===== src/rtl/core/swrp_pkg.sv =====
// Shared types and constants for the servo waypoint record and playback block.
package swrp_pkg;

  // Default number of stored waypoints
  localparam int unsigned WAYPOINTS_DEF = 64;

  // Number of servo axes and the home position after reset
  localparam int unsigned AXES     = 4;
  localparam logic [7:0]  HOME_DEG = 8'd90;

  // Axis indexes inside a waypoint word
  localparam logic [1:0] AX_BASE     = 2'd0;
  localparam logic [1:0] AX_SHOULDER = 2'd1;
  localparam logic [1:0] AX_ELBOW    = 2'd2;
  localparam logic [1:0] AX_GRIP     = 2'd3;

  // Command opcodes
  typedef enum logic [2:0] {
    OP_TICK   = 3'd0,
    OP_JOG    = 3'd1,
    OP_RECORD = 3'd2,
    OP_FILL   = 3'd3,
    OP_PLAY   = 3'd4
  } op_e;

  // Status codes returned with each result
  typedef enum logic [1:0] {
    ST_OK   = 2'd0,
    ST_FULL = 2'd1,
    ST_BUSY = 2'd2
  } status_e;

  // Sequencer states
  typedef enum logic [2:0] {
    S_IDLE,
    S_EXEC,
    S_READ,
    S_STEP,
    S_FIN,
    S_FILL
  } seq_e;

endpackage


===== src/rtl/core/swrp_ram.sv =====
// Generic single-write, single-read RAM with registered read data.
module swrp_ram #(
  parameter int unsigned WIDTH = 32,
  parameter int unsigned DEPTH = swrp_pkg::WAYPOINTS_DEF,
  localparam int unsigned AW   = (DEPTH > 1) ? $clog2(DEPTH) : 1
) (
  input  logic             clk_i,
  input  logic             we_i,
  input  logic [AW-1:0]    waddr_i,
  input  logic [WIDTH-1:0] wdata_i,
  input  logic             re_i,
  input  logic [AW-1:0]    raddr_i,
  output logic [WIDTH-1:0] rdata_o
);

  logic [WIDTH-1:0] mem_q [DEPTH];
  logic [WIDTH-1:0] rdata_q;

  // Write port
  always_ff @(posedge clk_i) begin
    if (we_i) begin
      mem_q[waddr_i] <= wdata_i;
    end
  end

  // Registered read port, data holds while no read is issued
  always_ff @(posedge clk_i) begin
    if (re_i) begin
      rdata_q <= mem_q[raddr_i];
    end
  end

  assign rdata_o = rdata_q;

endmodule


===== src/rtl/core/servo_waypoint_record_playback.sv =====
// Teach-and-playback controller for four servo axes with a waypoint store.
//
//  Channel  Direction  Handshake                Payload
//  in       input      in_valid_i/in_stall_o    opcode_i, base_in_i .. grip_in_i
//  out      output     out_valid_o/out_stall_i  base_angle_o .. finished_o
//
// One command is processed at a time by a small sequencer around one shared
// axis stepper (compare and increment/decrement of one 8-bit position).
// Jog, record, play, ignored and idle-tick commands: the result is loaded from the execute state.
// Playback tick: store read plus one stepper pass per axis, over three axes in the
// first phase and over the grip axis alone in the grip phase.
// Fill: one store write per cycle, over all WAYPOINTS entries.
// Reset is asynchronous, active low; the input side stalls while it is held.
// The store needs no clearing pass since playback only reads entries below
// the record count.
// A pending result holds the input side stalled until it is taken.
module servo_waypoint_record_playback #(
  parameter int unsigned WAYPOINTS = swrp_pkg::WAYPOINTS_DEF
) (
  input  logic       clk_i,
  input  logic       rst_ni,
  input  logic       in_valid_i,
  output logic       in_stall_o,
  input  logic [2:0] opcode_i,
  input  logic [7:0] base_in_i,
  input  logic [7:0] shoulder_in_i,
  input  logic [7:0] elbow_in_i,
  input  logic [7:0] grip_in_i,
  output logic       out_valid_o,
  input  logic       out_stall_i,
  output logic [7:0] base_angle_o,
  output logic [7:0] shoulder_angle_o,
  output logic [7:0] elbow_angle_o,
  output logic [7:0] grip_angle_o,
  output logic       playing_o,
  output logic       grip_phase_o,
  output logic [5:0] waypoint_now_o,
  output logic [6:0] recorded_o,
  output logic [1:0] status_o,
  output logic       finished_o
);

  localparam int unsigned IW = $clog2(WAYPOINTS);
  localparam int unsigned CW = $clog2(WAYPOINTS + 1);
  localparam int unsigned WW = 8 * swrp_pkg::AXES;

  // Sequencer and command registers
  swrp_pkg::seq_e    state_q, state_d;
  swrp_pkg::op_e     op_q, op_d;
  logic [WW-1:0]     vals_q, vals_d;

  // Block state
  logic [7:0]        pos_q [swrp_pkg::AXES];
  logic [7:0]        pos_d [swrp_pkg::AXES];
  logic [CW-1:0]     count_q, count_d;
  logic [IW-1:0]     play_idx_q, play_idx_d;
  logic              active_q, active_d;
  logic              phase_q, phase_d;
  logic              restart_q, restart_d;

  // Working registers
  logic [1:0]        axis_q, axis_d;
  logic              all_eq_q, all_eq_d;
  logic [IW-1:0]     fill_idx_q, fill_idx_d;

  // Result registers
  logic              out_valid_q, out_valid_d;
  swrp_pkg::status_e status_q, status_d;
  logic              finished_q, finished_d;

  // Store interface
  logic              ram_we;
  logic [IW-1:0]     ram_waddr;
  logic              ram_re;
  logic [WW-1:0]     ram_rdata;
  logic [7:0]        tgt_arr [swrp_pkg::AXES];

  // Decode and stepper signals
  logic              in_accept;
  logic              out_accept;
  logic              busy_cmd;
  logic              go_read;
  logic              go_fill;
  logic              last_axis;
  logic              fill_last;
  logic              load_out;
  logic [CW-1:0]     count_eff;
  logic              rec_full;
  logic              rec_write;
  logic              list_end;
  logic [7:0]        step_cur;
  logic [7:0]        step_tgt;
  logic [7:0]        step_nxt;
  logic              step_lt;
  logic              step_gt;
  logic              step_eq;
  logic [31:0]       idx_ext;
  logic [31:0]       cnt_ext;

  // Handshakes: take a command only out of reset, when idle and the result slot is free
  assign in_stall_o = !rst_ni ||
                      !((state_q == swrp_pkg::S_IDLE) && (!out_valid_q || !out_stall_i));
  assign in_accept  = in_valid_i && !in_stall_o;
  assign out_accept = out_valid_q && !out_stall_i;

  // Command decode
  assign busy_cmd = active_q && ((op_q == swrp_pkg::OP_JOG) || (op_q == swrp_pkg::OP_RECORD) ||
                                 (op_q == swrp_pkg::OP_FILL) || (op_q == swrp_pkg::OP_PLAY));
  assign go_read  = !busy_cmd && (op_q == swrp_pkg::OP_TICK) && active_q;
  assign go_fill  = !busy_cmd && (op_q == swrp_pkg::OP_FILL);
  assign last_axis = phase_q || (axis_q == swrp_pkg::AX_ELBOW);
  assign fill_last = (fill_idx_q == IW'(WAYPOINTS - 1));
  assign list_end  = ((CW'(play_idx_q) + CW'(1)) >= count_q);

  // Record bookkeeping: restart the list after a playback
  assign count_eff = restart_q ? '0 : count_q;
  assign rec_full  = (count_eff == CW'(WAYPOINTS));
  assign rec_write = (state_q == swrp_pkg::S_EXEC) && !busy_cmd &&
                     (op_q == swrp_pkg::OP_RECORD) && !rec_full;

  // Split the stored waypoint into axis targets
  for (genvar g = 0; g < swrp_pkg::AXES; g++) begin : g_tgt
    assign tgt_arr[g] = ram_rdata[8*g +: 8];
  end

  // Shared axis stepper
  assign step_cur = pos_q[axis_q];
  assign step_tgt = tgt_arr[axis_q];
  assign step_lt  = (step_cur < step_tgt);
  assign step_gt  = (step_cur > step_tgt);
  assign step_eq  = !step_lt && !step_gt;
  assign step_nxt = step_lt ? (step_cur + 8'd1) : (step_gt ? (step_cur - 8'd1) : step_cur);

  // Next state
  always_comb begin
    state_d = state_q;
    unique case (state_q)
      swrp_pkg::S_IDLE: begin
        if (in_accept) begin
          state_d = swrp_pkg::S_EXEC;
        end
      end
      swrp_pkg::S_EXEC: begin
        if (go_read) begin
          state_d = swrp_pkg::S_READ;
        end else if (go_fill) begin
          state_d = swrp_pkg::S_FILL;
        end else begin
          state_d = swrp_pkg::S_IDLE;
        end
      end
      swrp_pkg::S_READ: state_d = swrp_pkg::S_STEP;
      swrp_pkg::S_STEP: begin
        if (last_axis) begin
          state_d = swrp_pkg::S_FIN;
        end
      end
      swrp_pkg::S_FIN:  state_d = swrp_pkg::S_IDLE;
      swrp_pkg::S_FILL: begin
        if (fill_last) begin
          state_d = swrp_pkg::S_IDLE;
        end
      end
      default: state_d = swrp_pkg::S_IDLE;
    endcase
  end

  // Sequencer outputs: store access and result load
  always_comb begin
    ram_we    = 1'b0;
    ram_waddr = count_eff[IW-1:0];
    ram_re    = 1'b0;
    load_out  = 1'b0;
    unique case (state_q)
      swrp_pkg::S_IDLE: ;
      swrp_pkg::S_EXEC: begin
        ram_we   = rec_write;
        load_out = !go_read && !go_fill;
      end
      swrp_pkg::S_READ: ram_re = 1'b1;
      swrp_pkg::S_STEP: ;
      swrp_pkg::S_FIN:  load_out = 1'b1;
      swrp_pkg::S_FILL: begin
        ram_we    = 1'b1;
        ram_waddr = fill_idx_q;
        load_out  = fill_last;
      end
      default: ;
    endcase
  end

  // Datapath next values
  always_comb begin
    op_d       = op_q;
    vals_d     = vals_q;
    pos_d      = pos_q;
    count_d    = count_q;
    play_idx_d = play_idx_q;
    active_d   = active_q;
    phase_d    = phase_q;
    restart_d  = restart_q;
    axis_d     = axis_q;
    all_eq_d   = all_eq_q;
    fill_idx_d = fill_idx_q;
    status_d   = status_q;
    finished_d = finished_q;
    unique case (state_q)
      swrp_pkg::S_IDLE: begin
        // Latch the command
        if (in_accept) begin
          op_d       = swrp_pkg::op_e'(opcode_i);
          vals_d     = {grip_in_i, elbow_in_i, shoulder_in_i, base_in_i};
          status_d   = swrp_pkg::ST_OK;
          finished_d = 1'b0;
        end
      end
      swrp_pkg::S_EXEC: begin
        if (busy_cmd) begin
          status_d = swrp_pkg::ST_BUSY;
        end else begin
          case (op_q)
            swrp_pkg::OP_JOG: begin
              for (int k = 0; k < swrp_pkg::AXES; k++) begin
                pos_d[k] = vals_q[8*k +: 8];
              end
            end
            swrp_pkg::OP_RECORD: begin
              restart_d = 1'b0;
              count_d   = count_eff;
              if (rec_full) begin
                status_d = swrp_pkg::ST_FULL;
              end else begin
                count_d = count_eff + CW'(1);
              end
            end
            swrp_pkg::OP_FILL: fill_idx_d = '0;
            swrp_pkg::OP_PLAY: begin
              play_idx_d = '0;
              phase_d    = 1'b0;
              if (count_q == '0) begin
                restart_d  = 1'b1;
                finished_d = 1'b1;
              end else begin
                active_d = 1'b1;
              end
            end
            default: ;
          endcase
        end
      end
      swrp_pkg::S_READ: begin
        axis_d   = phase_q ? swrp_pkg::AX_GRIP : swrp_pkg::AX_BASE;
        all_eq_d = 1'b1;
      end
      swrp_pkg::S_STEP: begin
        // Step one axis per cycle toward the waypoint
        pos_d[axis_q] = step_nxt;
        all_eq_d      = all_eq_q && step_eq;
        axis_d        = axis_q + 2'd1;
      end
      swrp_pkg::S_FIN: begin
        // Advance phase, waypoint or end the playback
        if (!phase_q) begin
          phase_d = all_eq_q;
        end else if (all_eq_q) begin
          phase_d = 1'b0;
          if (list_end) begin
            active_d   = 1'b0;
            restart_d  = 1'b1;
            finished_d = 1'b1;
          end else begin
            play_idx_d = play_idx_q + IW'(1);
          end
        end
      end
      swrp_pkg::S_FILL: fill_idx_d = fill_idx_q + IW'(1);
      default: ;
    endcase
  end

  // Result valid: set on load, drop when taken
  always_comb begin
    out_valid_d = out_valid_q;
    if (out_accept) begin
      out_valid_d = 1'b0;
    end
    if (load_out) begin
      out_valid_d = 1'b1;
    end
  end

  // Control and state registers
  always_ff @(posedge clk_i or negedge rst_ni) begin
    if (!rst_ni) begin
      state_q     <= swrp_pkg::S_IDLE;
      for (int k = 0; k < swrp_pkg::AXES; k++) begin
        pos_q[k] <= swrp_pkg::HOME_DEG;
      end
      count_q     <= '0;
      play_idx_q  <= '0;
      active_q    <= 1'b0;
      phase_q     <= 1'b0;
      restart_q   <= 1'b0;
      axis_q      <= swrp_pkg::AX_BASE;
      all_eq_q    <= 1'b0;
      fill_idx_q  <= '0;
      out_valid_q <= 1'b0;
      status_q    <= swrp_pkg::ST_OK;
      finished_q  <= 1'b0;
    end else begin
      state_q     <= state_d;
      pos_q       <= pos_d;
      count_q     <= count_d;
      play_idx_q  <= play_idx_d;
      active_q    <= active_d;
      phase_q     <= phase_d;
      restart_q   <= restart_d;
      axis_q      <= axis_d;
      all_eq_q    <= all_eq_d;
      fill_idx_q  <= fill_idx_d;
      out_valid_q <= out_valid_d;
      status_q    <= status_d;
      finished_q  <= finished_d;
    end
  end

  // Command payload registers
  always_ff @(posedge clk_i) begin
    op_q   <= op_d;
    vals_q <= vals_d;
  end

  // Waypoint store
  swrp_ram #(
    .WIDTH (WW),
    .DEPTH (WAYPOINTS)
  ) u_store (
    .clk_i   (clk_i),
    .we_i    (ram_we),
    .waddr_i (ram_waddr),
    .wdata_i (vals_q),
    .re_i    (ram_re),
    .raddr_i (play_idx_q),
    .rdata_o (ram_rdata)
  );

  // Result outputs
  assign idx_ext          = 32'(play_idx_q);
  assign cnt_ext          = 32'(count_q);
  assign out_valid_o      = out_valid_q;
  assign base_angle_o     = pos_q[swrp_pkg::AX_BASE];
  assign shoulder_angle_o = pos_q[swrp_pkg::AX_SHOULDER];
  assign elbow_angle_o    = pos_q[swrp_pkg::AX_ELBOW];
  assign grip_angle_o     = pos_q[swrp_pkg::AX_GRIP];
  assign playing_o        = active_q;
  assign grip_phase_o     = phase_q;
  assign waypoint_now_o   = idx_ext[5:0];
  assign recorded_o       = cnt_ext[6:0];
  assign status_o         = status_q;
  assign finished_o       = finished_q;

endmodule


===== config.mk =====
export PLATFORM = sky130hd
export DESIGN_NAME = servo_waypoint_record_playback
export DESIGN_NICKNAME = d
export VERILOG_FILES = /design/src/rtl/core/swrp_pkg.sv /design/src/rtl/core/swrp_ram.sv /design/src/rtl/core/servo_waypoint_record_playback.sv
export SDC_FILE = /design/constraint.sdc
export NUM_CORES = 2
export LEC_CHECK = 0
export BUFFER_PORTS_ARGS = -buffer_cell sky130_fd_sc_hd__clkbuf_2
export CORE_MARGIN = 4
export CORE_UTILIZATION = 59
export CTS_BUF_LIST = sky130_fd_sc_hd__clkbuf_8
export CTS_CLUSTER_SIZE = 16
export DETAILED_ROUTE_END_ITERATION = 8
export PLACE_DENSITY = 0.78
export REMOVE_ABC_BUFFERS = 1
export SYNTH_ARGS = -nofsm -noshare
export SYNTH_HDL_FRONTEND = slang
export SYNTH_SLANG_ARGS = --single-unit

===== constraint.sdc =====
create_clock -name clk_i -period 3.51 [get_ports clk_i]
set_input_delay 0.702 -clock clk_i [delete_from_list [all_inputs] [get_ports clk_i]]
set_output_delay 0.702 -clock clk_i [all_outputs]
set_load 0.005 [all_outputs]

==> flow_summary.ini <==
[clock_tree]
cts.path.max_buffers = 4
cts_tree = done
clk_latency_ns = 1.04
cts_inserted_buffers = 349
root_buffer = clkbuf_8
cts_num_sinks = 2179
htreeDepth = 5
path_clk_slew_ns = 0.06

[final_layout]
final_util_pct = 67.8
multiInputGateArea_um2 = 18400
seq_area_um2 = 65100
final_cells = 6204
syn_to_final_growth_pct = 14.4
fillCellCount = 8150
final_area_um2 = 95900
fin_nets = 4133
drive_above_1_share_pct = 34.8

[timing]
worst_slew_pin_slew_ns = 1.32
finalHoldViolations = 0
finalMaxSlewViolations = 0
hold_ws_ns = 0.404
rsz0062_at_grt = false
period_needed_ns = 3.43
fmaxAchievable_mhz = 291
finalSetupViolations = 0
tns_ns = 0
fin_ws_ns = 0.0765
max_slew_margin_pct = 12.3
min_period_over_period_pct = 97.8
fin_worst_skew_ns = 0.0826

[drt]
drt_iter0_markers = 6601
via_count = 41939
vias_per_cell = 6.76
wl_per_cell_um = 33.5
final_antenna_net_count = 0
dr.pass1.iters = 6
routed_wl_mm = 208
drc = 0

[setup_path]
crit_path_start = waypoint_now_o[1]$_DFFE_PN0P_
cp.required_ns = 4.25
cp.arrival_ns = 4.17
rr_worst_depth = 6
worstSetupEndpointType = flop
crit_path_end = u_store.rdata_o[31]$_DFFE_PP_
crit_path_start_kind = flop
critPathMaxFanout = 123
r2r_slack_ns = 0.08
crit_type = reg -> reg
r2r_end = u_store.rdata_o[31]$_DFFE_PP_
reg2reg_from = waypoint_now_o[1]$_DFFE_PN0P_

[logic_synthesis]
ys_ff_latch = 2179
syn_inst = 3535
synth_flop_cell = edfxtp_1
synth-xor-area-share_pct = 0.178
synth_edf_count = 2115
synthAdderAreaFrac_pct = 0.373
synth_top_family_by_area = multiplexers
synth-seq-area-share_pct = 77.7
yosysTopAreaCellShare_pct = 75.8
yosysTopAreaCell = edfxtp_1
yosys.cell_types.count = 59
synth.top_cells.by_count = 2,115 x edfxtp_1, 654 x mux4_2, 98 x a22oi_1
muxShareOfSynthArea_pct = 17.8
avgSynthCellArea_um2 = 23.7
async_flop_share_pct = 2.94
synth_area_um2 = 83800
synth_compound_area_share_pct = 1.69
yosys_warnings = 0
synth-simple-area-share_pct = 1.28
synth.area.top_cells = edfxtp_1 76%, mux4_2 18%, dfrtp_1 1.4%, a22oi_1 0.88%, dfstp_2 0.50%
synth.most_common_cell = edfxtp_1

[pwr]
powerDensity_nw_per_um2 = 593
total_power_mw = 56.8
power_leakage_nw = 29.9
vdd_drop_max_v = 0.000423

[floorplan]
start_util_pct = 59.3
die-width_um = 385
ioPinCount = 91
fp.coreArea_um2 = 141000
fp-row-count = 138
dieArea_um2 = 148000
die_h_um = 385

[placement]
dpl_cell_area_um2 = 89100
gp_congestion = 0.880
dp_hpwl_mm = 111
io_buffer_count = 90
pre_cts_ws_ns = -0.530
post-place-cells = 5565

[global_route]
grt-ovfl-total = 0
grt_pass1_vias = 42382
gr-usage-all-layers_pct = 28.6
antenna_found_initial = 8
grt_first_pass_wirelength_mm = 299
grt_max_degree = 124

[outcome]
outcome = complete, no violations

[run]
maxCapViolCount = 0

[worst_hold_path]
hold_path_class = in -> reg
hold_start = base_in_i[4]
## area by class of cell
class | count | share of cell area, %
antenna | 2 | 0.00522
clock buffer | 352 | 5.05
clock inverter | 242 | 1.38
inverter | 25 | 0.0979
multi-input combinational | 1156 | 19.2
sequential | 2179 | 67.9
tap | 1890 | 2.47
timing repair buffer | 358 | 3.89
## critical path: stages, from the launching register on
cell and delay, ns:
dfrtp_4 0.43, buf_12 0.27, buf_12 0.52, mux4_2 0.44, mux4_2 0.51, a22oi_2 0.49
nand2_2 0.21
## where the power goes
group / internal (mW) / total (mW) / switching (mW)
Clock: 10.1 / 19.7 / 9.58
Combinational: 3.05 / 6.98 / 3.93
Sequential: 29.6 / 30.1 / 0.542
Total: 42.8 / 56.8 / 14.0
## layer usage
layer  part of all wire, %  wire, um  track usage [%]  vias up
met5                 0.015        32                0        -
met4                   3.3      6760             9.74        6
met3                    12     24900             6.82      489
met2                    49    103000             45.3     3167
met1                    35     73400             39.9    21940
li1                      -         -                -    16337
## placed cells by master, fill, tap and decap left out, types with 47 or more instances in the layout
master,Yosys,routed
a22oi_1,98,92
buf_4,3,143
buf_12,0,76
mux4_2,654,654
clkbuf_8,0,352
clkinv_1,0,85
clkbuf_2,0,90
o21ai_0,47,47
edfxtp_1,2115,2115
nor2_4,0,66
nand2_1,80,79
inv_1,25,113
## timing repair
action,4_1_cts,5_1_grt
endpoints found under the setup margin,7,12
gates resized for setup,10,3
hold buffers,38,0
pin swaps,1,1
hold endpoints to repair,86,0
cloned,2,3
buffers inserted,0,0
## flip-flops by register name, summed over array words and instances, names as in the netlist, 2 cells and up
signal            flops
axis_q                2
elbow_angle_o         8
op_q                  3
fill_idx_q            6
waypoint_now_o        6
u_store.rdata_o      32
base_angle_o          8
grip_angle_o          8
vals_q               32
shoulder_angle_o      8
state_q               3
status_o              2
recorded_o            7
u_store.mem_q      2048
## worst min-delay path by stage
stage | end | slack [ns] | cells past startpoint
2_1_floorplan | all_eq_q$_DFFE_PN0P_ | 0.41 | 0
3_3_place_gp | finished_o$_DFFE_PN0P_ | 0.47 | 1
3_5_place_dp | finished_o$_DFFE_PN0P_ | 0.47 | 1
4_1_cts | vals_q[4]$_DFFE_PP_ | 0.30 | 2
5_1_grt | vals_q[0]$_DFFE_PP_ | 0.35 | 2
6_report | vals_q[4]$_DFFE_PP_ | 0.40 | 2
## cells by family after synthesis
group | count (synthesis)
AOI/OAI and AO/OA | 207
xor gates and xnor gates | 17
adders and majority gates | 25
buffers and inverters | 200
DFF | 2179
muxes | 666
and+or+nand+nor | 241
(Power assumes the default switching activity.)
